--- src/rtl/priority_ready_queue_scheduler_defines.svh ---
// Assertion helpers for the scheduler.
`ifndef PRIORITY_READY_QUEUE_SCHEDULER_DEFINES_SVH
`define PRIORITY_READY_QUEUE_SCHEDULER_DEFINES_SVH

// Same-cycle implication.
`define PRQS_ASSERT_NOW(lbl, clk, rst, ante, cons, msg) \
   lbl: assert property (@(posedge clk) disable iff (rst) (ante) |-> (cons)) \
      else $error(msg);

// Next-cycle implication.
`define PRQS_ASSERT_NEXT(lbl, clk, rst, ante, cons, msg) \
   lbl: assert property (@(posedge clk) disable iff (rst) (ante) |=> (cons)) \
      else $error(msg);

`endif

--- src/rtl/prqs_pkg.sv ---
package prqs_pkg;

   localparam int ID_W       = 5;
   localparam int ACT_W      = 2;
   localparam int LVL_W      = 2;
   localparam int DATA_W     = 32;
   localparam int CSR_ADDR_W = 3;

   localparam logic [ACT_W-1:0] ACT_READY  = 2'd0;
   localparam logic [ACT_W-1:0] ACT_CHOOSE = 2'd1;
   localparam logic [ACT_W-1:0] ACT_YIELD  = 2'd2;
   localparam logic [ACT_W-1:0] ACT_NONE   = 2'd3;

   localparam logic [0:0] REG_IDLE_PROCESS = 1'b0;

   typedef struct packed {
      logic cap;
      logic enq;
      logic pick;
      logic link;
      logic load;
   } cmd_type;

   typedef struct packed {
      logic [ACT_W-1:0] action;
      logic [ACT_W-1:0] new_action;
   } status_type;

endpackage

--- src/rtl/prqs_if.sv ---
interface prqs_req_if;
   logic                        valid;
   logic                        ready;
   logic [prqs_pkg::ACT_W-1:0]  action;
   logic [prqs_pkg::ID_W-1:0]   process_id;
   logic [prqs_pkg::LVL_W-1:0]  level;

   modport source (output valid, action, process_id, level, input ready);
   modport sink   (input valid, action, process_id, level, output ready);
endinterface

interface prqs_rsp_if;
   logic                       valid;
   logic                       ready;
   logic [prqs_pkg::ID_W-1:0]  running_id;
   logic                       is_idle;

   modport source (output valid, running_id, is_idle, input ready);
   modport sink   (input valid, running_id, is_idle, output ready);
endinterface

--- src/rtl/prqs_ctrl.sv ---
module prqs_ctrl (
   input  logic                 clock,
   input  logic                 reset,
   input  logic                 req_valid,
   output logic                 req_ready,
   output logic                 rsp_valid,
   input  logic                 rsp_ready,
   output prqs_pkg::cmd_type    cmd,
   input  prqs_pkg::status_type status
);

   localparam logic [1:0] S_IDLE = 2'd0;
   localparam logic [1:0] S_ENQ  = 2'd1;
   localparam logic [1:0] S_PICK = 2'd2;
   localparam logic [1:0] S_LINK = 2'd3;

   logic [1:0] state_ff, state_in;
   logic       pending_ff, pending_in;
   logic       rsp_valid_ff, rsp_valid_in;
   logic       out_free;
   logic       done;

   assign out_free  = !rsp_valid_ff || rsp_ready;
   assign req_ready = (state_ff == S_IDLE) && (!pending_ff || out_free);
   assign rsp_valid = rsp_valid_ff;

   always_comb begin
      cmd       = '0;
      cmd.cap   = req_valid && req_ready;
      cmd.load  = (state_ff == S_IDLE) && pending_ff && out_free;
      cmd.enq   = (state_ff == S_ENQ);
      cmd.pick  = (state_ff == S_PICK);
      cmd.link  = (state_ff == S_LINK);
      done      = 1'b0;
      state_in  = state_ff;
      case (state_ff)
         S_IDLE: begin
            if (cmd.cap) begin
               state_in = (status.new_action == prqs_pkg::ACT_CHOOSE) ? S_PICK : S_ENQ;
            end
         end
         S_ENQ: begin
            if (status.action == prqs_pkg::ACT_YIELD) begin
               state_in = S_PICK;
            end else begin
               state_in = S_IDLE;
               done     = 1'b1;
            end
         end
         S_PICK: begin
            state_in = S_LINK;
         end
         S_LINK: begin
            state_in = S_IDLE;
            done     = 1'b1;
         end
         default: begin
            state_in = S_IDLE;
         end
      endcase
      pending_in   = done || (pending_ff && !cmd.load);
      rsp_valid_in = cmd.load || (rsp_valid_ff && !rsp_ready);
   end

   always_ff @(posedge clock) begin
      if (reset) begin
         state_ff     <= S_IDLE;
         pending_ff   <= 1'b0;
         rsp_valid_ff <= 1'b0;
      end else begin
         state_ff     <= state_in;
         pending_ff   <= pending_in;
         rsp_valid_ff <= rsp_valid_in;
      end
   end

endmodule

--- src/rtl/prqs_datapath.sv ---
module prqs_datapath #(
   parameter int NUM_PROCESSES = 32,
   parameter int NUM_LEVELS    = 3
) (
   input  logic                          clock,
   input  logic                          reset,
   input  prqs_pkg::cmd_type             cmd,
   output prqs_pkg::status_type          status,
   input  logic [prqs_pkg::ACT_W-1:0]    req_action,
   input  logic [prqs_pkg::ID_W-1:0]     req_process_id,
   input  logic [prqs_pkg::LVL_W-1:0]    req_level,
   input  logic [prqs_pkg::ID_W-1:0]     idle_process,
   output logic [prqs_pkg::ID_W-1:0]     running_id,
   output logic                          is_idle
);

   localparam int ID_W    = prqs_pkg::ID_W;
   localparam int IDX_W   = $clog2(NUM_PROCESSES);
   localparam int PWIDE_W = (IDX_W > ID_W) ? IDX_W : ID_W;
   localparam int LIDX_W  = (NUM_LEVELS > 1) ? $clog2(NUM_LEVELS) : 1;
   localparam int LWIDE_W = (LIDX_W > prqs_pkg::LVL_W) ? LIDX_W : prqs_pkg::LVL_W;

   // item
   logic [prqs_pkg::ACT_W-1:0] action_ff, action_in;
   logic [ID_W-1:0]            pid_ff, pid_in;
   logic [prqs_pkg::LVL_W-1:0] lvl_ff, lvl_in;

   // queue state
   logic [NUM_LEVELS-1:0] nonempty_ff, nonempty_in;
   logic [ID_W-1:0]       head_ff [NUM_LEVELS];
   logic [ID_W-1:0]       head_in [NUM_LEVELS];
   logic [ID_W-1:0]       tail_ff [NUM_LEVELS];
   logic [ID_W-1:0]       tail_in [NUM_LEVELS];
   logic [ID_W-1:0]       current_ff, current_in;
   logic                  cur_idle_ff, cur_idle_in;
   logic [LIDX_W-1:0]     sel_ff, sel_in;
   logic                  hit_ff, hit_in;
   logic [ID_W-1:0]       running_ff, running_in;
   logic                  is_idle_ff, is_idle_in;

   // link table
   logic [ID_W-1:0]  next_link [NUM_PROCESSES];
   logic [ID_W-1:0]  link_rd_ff;
   logic             link_we;

   logic [ID_W-1:0]    enq_pid;
   logic [PWIDE_W-1:0] enq_wide, tail_wide, head_wide;
   logic [LWIDE_W-1:0] lvl_wide;
   logic [LIDX_W-1:0]  lvl_idx, sel, lvl_addr;
   logic [ID_W-1:0]    head_rd, tail_rd;
   logic               found, enq_act, enq_ok, tail_ok, head_ok, empties;

   assign status.action     = action_ff;
   assign status.new_action = req_action;
   assign running_id        = running_ff;
   assign is_idle           = is_idle_ff;

   assign enq_pid   = (action_ff == prqs_pkg::ACT_READY) ? pid_ff : current_ff;
   assign enq_wide  = PWIDE_W'(enq_pid);
   assign lvl_wide  = LWIDE_W'(lvl_ff);
   assign lvl_idx   = lvl_wide[LIDX_W-1:0];
   assign lvl_addr  = cmd.pick ? sel : lvl_idx;
   assign head_rd   = head_ff[lvl_addr];
   assign tail_rd   = tail_ff[lvl_addr];
   assign tail_wide = PWIDE_W'(tail_rd);
   assign head_wide = PWIDE_W'(head_rd);
   assign tail_ok   = 32'(tail_rd) < NUM_PROCESSES;
   assign head_ok   = 32'(head_rd) < NUM_PROCESSES;
   assign empties   = (head_rd == tail_rd) || !head_ok;

   always_comb begin
      enq_act = action_ff inside {prqs_pkg::ACT_READY, prqs_pkg::ACT_YIELD};
      enq_ok  = enq_act && (32'(lvl_ff) < NUM_LEVELS) && (32'(enq_pid) < NUM_PROCESSES);
   end

   // highest-priority non-empty level
   always_comb begin
      found = 1'b0;
      sel   = '0;
      for (int l = NUM_LEVELS - 1; l >= 0; l--) begin
         if (nonempty_ff[l]) begin
            found = 1'b1;
            sel   = LIDX_W'(l);
         end
      end
   end

   assign link_we = cmd.enq && enq_ok && nonempty_ff[lvl_idx] && tail_ok;

   always_comb begin
      action_in   = action_ff;
      pid_in      = pid_ff;
      lvl_in      = lvl_ff;
      nonempty_in = nonempty_ff;
      head_in     = head_ff;
      tail_in     = tail_ff;
      current_in  = current_ff;
      cur_idle_in = cur_idle_ff;
      sel_in      = sel_ff;
      hit_in      = hit_ff;
      running_in  = running_ff;
      is_idle_in  = is_idle_ff;
      if (cmd.cap) begin
         action_in = req_action;
         pid_in    = req_process_id;
         lvl_in    = req_level;
      end
      if (cmd.enq && enq_ok) begin
         if (!nonempty_ff[lvl_idx]) begin
            head_in[lvl_idx]     = enq_pid;
            nonempty_in[lvl_idx] = 1'b1;
         end
         tail_in[lvl_idx] = enq_pid;
      end
      if (cmd.pick) begin
         sel_in = sel;
         hit_in = found && !empties;
         if (found) begin
            current_in  = head_rd;
            cur_idle_in = 1'b0;
            if (empties) begin
               nonempty_in[sel] = 1'b0;
            end
         end else begin
            current_in  = idle_process;
            cur_idle_in = 1'b1;
         end
      end
      if (cmd.link && hit_ff) begin
         head_in[sel_ff] = link_rd_ff;
      end
      if (cmd.load) begin
         running_in = current_ff;
         is_idle_in = cur_idle_ff;
      end
   end

   always_ff @(posedge clock) begin
      if (reset) begin
         nonempty_ff <= '0;
         current_ff  <= '0;
         cur_idle_ff <= 1'b1;
         hit_ff      <= 1'b0;
      end else begin
         nonempty_ff <= nonempty_in;
         current_ff  <= current_in;
         cur_idle_ff <= cur_idle_in;
         hit_ff      <= hit_in;
      end
   end

   always_ff @(posedge clock) begin
      action_ff  <= action_in;
      pid_ff     <= pid_in;
      lvl_ff     <= lvl_in;
      head_ff    <= head_in;
      tail_ff    <= tail_in;
      sel_ff     <= sel_in;
      running_ff <= running_in;
      is_idle_ff <= is_idle_in;
   end

   always_ff @(posedge clock) begin
      if (link_we) begin
         next_link[tail_wide[IDX_W-1:0]] <= enq_wide[ID_W-1:0];
      end
      if (cmd.pick) begin
         link_rd_ff <= next_link[head_wide[IDX_W-1:0]];
      end
   end

endmodule

--- src/rtl/priority_ready_queue_scheduler.sv ---
// Priority ready-queue scheduler.
// req_chan (valid/ready) carries one scheduling beat: action 0 readies
// process_id at level, action 1 picks the next process, action 2 readies the
// running process at level and then picks. Level 0 is the highest priority;
// levels at or above NUM_LEVELS are the idle level and are not queued.
// rsp_chan returns one beat per request: the running process and is_idle.
// csr port: register 0 at byte 0 holds the idle process, written with an
// APB setup/access pair; pready is tied high.
// The sequencer runs one item at a time and takes no new request until it is
// back in idle: action 0 or 3 runs an enqueue step, action 1 a pick and a
// link step, action 2 an enqueue, pick and link step; the link step applies
// the pick's registered read of the link table to the head of the level.
// A finished result waits in the output register while the next request is
// taken; a second result then holds the sequencer until rsp_chan drains.
// Reset (synchronous) empties every queue, makes process 0 the current idle
// process and clears the idle process register. Link table is not cleared.
`include "priority_ready_queue_scheduler_defines.svh"

module priority_ready_queue_scheduler #(
   parameter int NUM_PROCESSES = 32,
   parameter int NUM_LEVELS    = 3
) (
   input  logic                                clock,
   input  logic                                reset,
   prqs_req_if.sink                            req_chan,
   prqs_rsp_if.source                          rsp_chan,
   input  logic                                csr_psel,
   input  logic                                csr_penable,
   input  logic                                csr_pwrite,
   input  logic [prqs_pkg::CSR_ADDR_W-1:0]     csr_paddr,
   input  logic [prqs_pkg::DATA_W-1:0]         csr_pwdata,
   output logic [prqs_pkg::DATA_W-1:0]         csr_prdata,
   output logic                                csr_pready
);

   prqs_pkg::cmd_type    cmd;
   prqs_pkg::status_type status;

   logic [prqs_pkg::ID_W-1:0] idle_process_ff, idle_process_in;
   logic                      csr_hit, csr_wr;

   assign csr_pready = 1'b1;
   assign csr_hit    = csr_paddr[prqs_pkg::CSR_ADDR_W-1:2] == prqs_pkg::REG_IDLE_PROCESS;
   assign csr_wr     = csr_psel && csr_penable && csr_pwrite && csr_pready && csr_hit;
   assign csr_prdata = csr_hit ? prqs_pkg::DATA_W'(idle_process_ff) : '0;

   assign idle_process_in = csr_wr ? csr_pwdata[prqs_pkg::ID_W-1:0] : idle_process_ff;

   always_ff @(posedge clock) begin
      if (reset) begin
         idle_process_ff <= '0;
      end else begin
         idle_process_ff <= idle_process_in;
      end
   end

   prqs_ctrl u_ctrl (
      .clock     (clock),
      .reset     (reset),
      .req_valid (req_chan.valid),
      .req_ready (req_chan.ready),
      .rsp_valid (rsp_chan.valid),
      .rsp_ready (rsp_chan.ready),
      .cmd       (cmd),
      .status    (status)
   );

   prqs_datapath #(
      .NUM_PROCESSES (NUM_PROCESSES),
      .NUM_LEVELS    (NUM_LEVELS)
   ) u_datapath (
      .clock          (clock),
      .reset          (reset),
      .cmd            (cmd),
      .status         (status),
      .req_action     (req_chan.action),
      .req_process_id (req_chan.process_id),
      .req_level      (req_chan.level),
      .idle_process   (idle_process_ff),
      .running_id     (rsp_chan.running_id),
      .is_idle        (rsp_chan.is_idle)
   );

   `PRQS_ASSERT_NEXT(a_busy_after_accept, clock, reset,
      req_chan.valid && req_chan.ready, !req_chan.ready, "accepted a beat while busy")
   `PRQS_ASSERT_NEXT(a_pick_then_link, clock, reset,
      cmd.pick, cmd.link, "pick not followed by link update")
   `PRQS_ASSERT_NOW(a_load_when_free, clock, reset,
      cmd.load, !rsp_chan.valid || rsp_chan.ready, "result overwrote a pending beat")
   `PRQS_ASSERT_NOW(a_one_step, clock, reset,
      1'b1, $onehot0({cmd.cap, cmd.enq, cmd.pick, cmd.link}), "overlapping sequencer steps")

endmodule

--- src/flat_wrapper.sv ---
// flat-port wrapper written by rule: the top's interface ports become plain ports
module priority_ready_queue_scheduler_flat 
#(
   parameter int NUM_PROCESSES = 32,
   parameter int NUM_LEVELS    = 3
)
  (clock, reset, csr_psel, csr_penable, csr_pwrite, csr_paddr, csr_pwdata, csr_prdata, csr_pready, req_chan_valid, req_chan_action, req_chan_process_id, req_chan_level, req_chan_ready, rsp_chan_valid, rsp_chan_running_id, rsp_chan_is_idle, rsp_chan_ready);
  prqs_req_if req_chan_i ();
  prqs_rsp_if rsp_chan_i ();
  input  logic clock;
  input  logic reset;
  input  logic csr_psel;
  input  logic csr_penable;
  input  logic csr_pwrite;
  input  logic [prqs_pkg::CSR_ADDR_W-1:0] csr_paddr;
  input  logic [prqs_pkg::DATA_W-1:0] csr_pwdata;
  output logic [prqs_pkg::DATA_W-1:0] csr_prdata;
  output logic csr_pready;
  input wire logic [$bits(req_chan_i.valid)-1:0] req_chan_valid;
  input wire logic [$bits(req_chan_i.action)-1:0] req_chan_action;
  input wire logic [$bits(req_chan_i.process_id)-1:0] req_chan_process_id;
  input wire logic [$bits(req_chan_i.level)-1:0] req_chan_level;
  output wire logic [$bits(req_chan_i.ready)-1:0] req_chan_ready;
  output wire logic [$bits(rsp_chan_i.valid)-1:0] rsp_chan_valid;
  output wire logic [$bits(rsp_chan_i.running_id)-1:0] rsp_chan_running_id;
  output wire logic [$bits(rsp_chan_i.is_idle)-1:0] rsp_chan_is_idle;
  input wire logic [$bits(rsp_chan_i.ready)-1:0] rsp_chan_ready;
  assign req_chan_i.valid = req_chan_valid;
  assign req_chan_i.action = req_chan_action;
  assign req_chan_i.process_id = req_chan_process_id;
  assign req_chan_i.level = req_chan_level;
  assign req_chan_ready = req_chan_i.ready;
  assign rsp_chan_valid = rsp_chan_i.valid;
  assign rsp_chan_running_id = rsp_chan_i.running_id;
  assign rsp_chan_is_idle = rsp_chan_i.is_idle;
  assign rsp_chan_i.ready = rsp_chan_ready;
  priority_ready_queue_scheduler #(.NUM_PROCESSES(NUM_PROCESSES), .NUM_LEVELS(NUM_LEVELS)) u_core (.clock(clock), .reset(reset), .req_chan(req_chan_i), .rsp_chan(rsp_chan_i), .csr_psel(csr_psel), .csr_penable(csr_penable), .csr_pwrite(csr_pwrite), .csr_paddr(csr_paddr), .csr_pwdata(csr_pwdata), .csr_prdata(csr_prdata), .csr_pready(csr_pready));
endmodule
--- config.mk ---
export PLATFORM = sky130hd
export DESIGN_NAME = priority_ready_queue_scheduler_flat
export DESIGN_NICKNAME = d
export VERILOG_FILES = /design/src/rtl/prqs_pkg.sv /design/src/rtl/prqs_if.sv /design/src/rtl/prqs_ctrl.sv /design/src/rtl/prqs_datapath.sv /design/src/rtl/priority_ready_queue_scheduler.sv /design/src/flat_wrapper.sv
export VERILOG_INCLUDE_DIRS = /design/src /design/src/rtl
export SDC_FILE = /design/constraint.sdc
export NUM_CORES = 1
export LEC_CHECK = 0
export BUFFER_PORTS_ARGS = -buffer_cell sky130_fd_sc_hd__buf_2
export CORE_ASPECT_RATIO = 0.9
export CORE_MARGIN = 10
export CORE_UTILIZATION = 59
export DETAILED_ROUTE_END_ITERATION = 10
export GPL_ROUTABILITY_DRIVEN = 0
export PLACE_DENSITY_LB_ADDON = 0.1
export SYNTH_ARGS = -nofsm -noshare
export SYNTH_HDL_FRONTEND = slang
export SYNTH_SLANG_ARGS = --single-unit
export TNS_END_PERCENT = 30
--- constraint.sdc ---
create_clock -name clock -period 3.05 [get_ports clock]
set_clock_uncertainty 0.1 [all_clocks]
set_input_delay 0.305 -clock clock [delete_from_list [all_inputs] [get_ports clock]]
set_output_delay 0.305 -clock clock [all_outputs]
set_load 0.005 [all_outputs]
Word-level counts from Yosys, hierarchy flattened:

Memory sizes are Yosys's and may differ from the RTL's. A register that Yosys moved wholly into a read port is not among the register bits.
Index checks and enable logic that the tools add are counted.

* flip-flop bits (word level): 66
* memory bits (writable): 160
* input port bits: 51
* output and inout bits: 41
* word-level logic and storage cells: 121
* memories kept: 1

Memory list
* u_core.u_datapath.next_link: words 32, bits a word 5, rd ports 1, clocked after Yosys merged registers in 1, wr ports 1, RTL line prqs_datapath.sv:42 `logic [ID_W-1:0] next_link [NUM_PROCESSES];`

* order comparisons: 10
* equality and inequality tests: 7
* muxes and demuxes: 46
* bitwise gates (word level): 7
* reduce and logical (&&, ||, !) cells: 30

Operators with widths (count)
* $bwmux W15: 3
* $mux W15: 3
* $mux W5: 9
* $bmux W5 S2: 2
* $demux W5 S2: 2
* $logic_and A1 B1 Y1: 18
* $mux W3: 5
* $mux W2: 7
* $mux W1: 10
* $ge A3 B3 Y1 const B: 3
* $not A2 Y3: 3
* $pmux W2 S4: 1
* $eq A2 B2 Y1 const B: 3
* $lt A2 B3 Y1 const B: 2
* $lt A3 B1 Y1 const B: 2
* $eq A5 B5 Y1: 1
* $logic_not A1 Y1: 5
* $demux W1 S2: 2
* $eq A2 B1 Y1 const B: 2
* $ge A2 B1 Y1 const B: 2
* $logic_not A2 Y1: 2
* $logic_or A1 B1 Y1: 4
* $and A3 B3 Y3: 1
* $not A3 Y3: 1
* 7 further kinds: 7

Depth between registers and ports, before layout:

* depth after elaboration: 12
* depth in mapped cells: 15
* depth with buffers taken out: 9

Cells and area by module:

From an unflattened synthesis, not the netlist that was laid out.

* cell total of the unflattened synthesis: 780
* area, all modules: 9940.8 µm²

Modules (own cells, without submodules)
* prqs_datapath: instances 1, cells an instance 697, area each 9232.6 µm², seq. area each 6416.2 µm²
* priority_ready_queue_scheduler: instances 1, cells an instance 57, area each 495.5 µm², seq. area each 100.1 µm²
* prqs_ctrl: instances 1, cells an instance 26, area each 212.7 µm², seq. area each 80.1 µm²

Least setup slack after synthesis:

OpenSTA, ideal clock, no wires.

* path type: register to register
* start: register u_core.u_ctrl.state_ff[0]
* end: register u_core.u_datapath.link_rd_ff[0] (read register of u_core.u_datapath.next_link), data pin
* library setup time: 0.268 ns
* arrival: 2.412 ns
* required time: 2.682 ns
* slack: 0.270 ns
* cell stages (with the launch flop): 14
* path buffers: 4
* period minus slack after synthesis: 2.780 ns
* path through: dfxtp_1 buf_6 nand2b_4 buf_6 clkinv_4 mux2i_1 buf_6 mux2_4 a22o_1 buf_4 mux4_2 or2_0 o211ai_1 nand4_1

* longest elaborated chain between the ends: 6

RTL lines
* start: declaration: RTL line prqs_ctrl.sv:17 `logic [1:0] state_ff, state_in;`
* start signal: assignment: RTL line prqs_ctrl.sv:71 `state_ff <= state_in;`
* $eq A2 B2 Y1 *: RTL line prqs_ctrl.sv:32 `cmd.pick = (state_ff == S_PICK);`
* $mux W2: RTL line prqs_datapath.sv:62 `assign lvl_addr = cmd.pick ? sel : lvl_idx;`
* $not A2 Y3 (not written as such): RTL line prqs_datapath.sv:63 `assign head_rd = head_ff[lvl_addr];`
* $bmux W5 S2: RTL line prqs_datapath.sv:63
* $mux W5 (not written as such) (2 in series): RTL line prqs_datapath.sv:63
* end: declaration: RTL line prqs_datapath.sv:43 `logic [ID_W-1:0] link_rd_ff;`

Every way passes the cells marked *; elsewhere a longest branch is shown, timed or not. The select of a mux whose other input is x is not followed.
A chain may end at the register's enable or synchronous reset.

Worst setup path after layout:

* start: register u_core.u_ctrl.state_ff[1]
* end: register u_core.u_datapath.link_rd_ff[2] (read register of u_core.u_datapath.next_link), data pin

Same word-level chain as after synthesis.

==> reports/results.txt <==
max-slew violations -> 0
DR WL/cell -> 21.0 um
Max Fclk -> 0.338 GHz
layout cells sized above 1 -> 0.171
Clock Latency Late Sink -> 510 ps
Synth Flop Type -> edfxtp_1
Synth Area per Inst -> 13.3 um2
Synth Warn # -> 0
measured slew at the worst slew-check pin -> 995 ps
1st-iter DRT viols -> 627
endpoints failing hold -> 0
CP Cell Sequence -> nand2b_4 -> clkinv_4 -> mux2i_2 -> buf_12 -> mux2_4 -> a22o_2 -> buf_12 -> mux2i_1 -> mux2i_1 -> o211ai_1 -> nand4_1
# rows -> 44
PD cells -> 788 nW/um2
post-route DRC violation count -> 0
Initial DRT Pass Iterations -> 5
Initial Utilization -> 0.604
Worst EP arrival -> 3080 ps
clk sink count -> 231
most frequent cells in the layout -> edfxtp_1, nand2_1, mux2i_1
leading cell type in the layout, fill and taps excluded -> edfxtp_1
CTS tree -> built
vias per cell -> 5.82
crit start category -> flop
Filler Cell Count -> 1132
Final period util -> 0.969
Final Hold Slack -> 103 ps
Top Ports -> 92
CTS Buffer Depth -> 3
vias -> 6042
Post-CTS Setup Bufs -> 0
Tot GR Track Use -> 0.193
placed wire-length estimate -> 14400 um
Die Width -> 156 um
Die Y -> 142 um
drt total wl -> 21800 um
Final Critical Period -> 2960 ps
CTS Buf Count -> 23
slowest CP cell -> dfxtp_1
vias in the first global route -> 6048
# setup viols final -> 0
leak pwr -> 0.00410 uW
Design Power -> 8840 uW
leading area contributor after synthesis -> edfxtp_1
CP max stage delay -> 410 ps
critical path peak fanout -> 18
post-synthesis sequential area ratio -> 0.675
largest net degree at the start of global routing -> 36
HP Class -> input pin to flop
Port Buf Inserts -> 34
#FFs+latches synth -> 231
CP Capture Type -> flop
Nets -> 870
Post-Syn Area -> 9770 um2
Data required, critical path -> 3180 ps
worst relative slew slack -> 0.331
Post-Syn Instances -> 736
Max VDD drop -> 578 uV
full die area -> 22100 um2
Post-synth EDFFs -> 197
Post-DRT Antenna Nets -> 0
first-pass GRT wire length -> 33600 um
Reg clk slew, reported paths -> 60 ps
synth top area cells -> edfxtp_1, mux2i_1, dfxtp_1, nand2_1, nor2_1
core box area -> 16200 um2
initial antenna violation count -> 0
Syn-to-layout area delta -> 14.8%
H-tree depth -> 1
ys async rst share -> 0
Antenna diodes -> 0
RSZ-0062 raised after global routing -> yes
Synth cell types -> 53
grt ovf -> 0
Max Cap Viol -> 0
post-synth top area share -> 0.605
status -> finished, final reports clean
Setup CP Type -> flop to flop
clk root buf -> clkbuf_16
## worst max-delay path, delay by kind of cell (launching register included)
kind,cells,cell delay [ps]
multiplexers,4,830
AO/OA/AOI/OAI,2,640
buffers and inverters,3,450
AND/OR/NAND/NOR,2,220
flip-flops,1,410
## cell families after synthesis
logic type,after synthesis,synth area share
flops,231,0.675
xor+xnor,5,0.00448
mux,95,0.105
buf+inv,69,0.0454
other cells,2,0.000768
compound gates,94,0.0618
simple gates,240,0.108
## metal layers
metal / share of wire / wire [um] / vias to the layer above / GRT usage
met5: 0 / 0 / - / 0
met4: 0.027 / 598 / 0 / 0.0576
met3: 0.087 / 1890 / 57 / 0.0390
met2: 0.46 / 10000 / 252 / 0.307
met1: 0.43 / 9270 / 2918 / 0.264
li1: - / - / 2815 / -
## registers in the layout (all words and copies together), names as in the netlist, 5 cells and up
name                          count
u_core.u_datapath.current_ff      5
u_core.u_datapath.link_rd_ff      5
u_core.idle_process_ff            5
u_core.u_datapath.pid_ff          5
u_core.u_datapath.next_link     160
u_core.u_datapath.head_ff        15
u_core.u_datapath.tail_ff        15
u_core.u_datapath.running_id      5
## layout make-up
type / instances / area (um2) / area share
Clock buffer: 25 / 583 / 0.0520
Clock inverter: 13 / 134 / 0.0119
Inverter: 8 / 35.0 / 0.00312
Multi-Input combinational cell: 462 / 2890 / 0.257
Sequential cell: 231 / 6600 / 0.588
Tap cell: 207 / 259 / 0.0231
Timing Repair Buffer: 93 / 726 / 0.0647
## where the power goes
group          switching [uW]  internal, uW  total [uW]
combinational            1410           949        2360
clock                    1120          1620        2730
sequential                104          3650        3750
total                    2630          6210        8840
## Yosys cell counts, drive strengths merged, types with 3 or more instances
master / number
edfxtp: 197
nand2: 101
mux2i: 80
nor2: 76
buf: 49
dfxtp: 34
nand3: 22
a21oi: 21
o211ai: 19
o21ai: 19
a31oi: 15
clkbuf: 12
mux2: 11
nor2b: 10
inv: 7
a211oi: 5
nand2b: 5
nand4: 5
xnor2: 5
mux4: 4
nor3: 4
or2: 4
a311oi: 3
nand3b: 3
o21a: 3
or3: 3
## per-stage QoR
stage	util	setup TNS (ps)	setup slack, ps	std cells	area, um2
2_1_floorplan	-	0	270	762	9870
3_3_place_gp	0.637	0	128	986	10300
3_5_place_dp	0.637	0	12.5	986	10300
4_1_cts	0.691	0	28.8	1039	11200
5_1_grt	0.693	-679	-42.8	1039	11200
6_report	0.693	0	93.1	1039	11200
## timing repair
| action | 4_1_cts | 5_1_grt |
|---|---|---|
| hold endpoints to repair | 15 | 0 |
| setup endpoints to repair | 0 | 107 |
| resized for setup | 0 | 12 |
| hold buffers | 15 | 0 |
## final timing paths
check | startpoint | to | slack [ps] | cells past startpoint
setup reg to reg | u_core.u_ctrl.state_ff[1] | u_core.u_datapath.link_rd_ff[2] | 90 | 11
hold / removal | reset | u_core.u_ctrl.pending_ff | 100 | 2
setup / recovery | u_core.u_ctrl.state_ff[1] | u_core.u_datapath.link_rd_ff[2] | 90 | 11
hold reg to reg | u_core.u_datapath.cur_idle_ff | u_core.u_datapath.is_idle | 350 | 0
No activity file was read; power rests on OpenSTA's default activity.
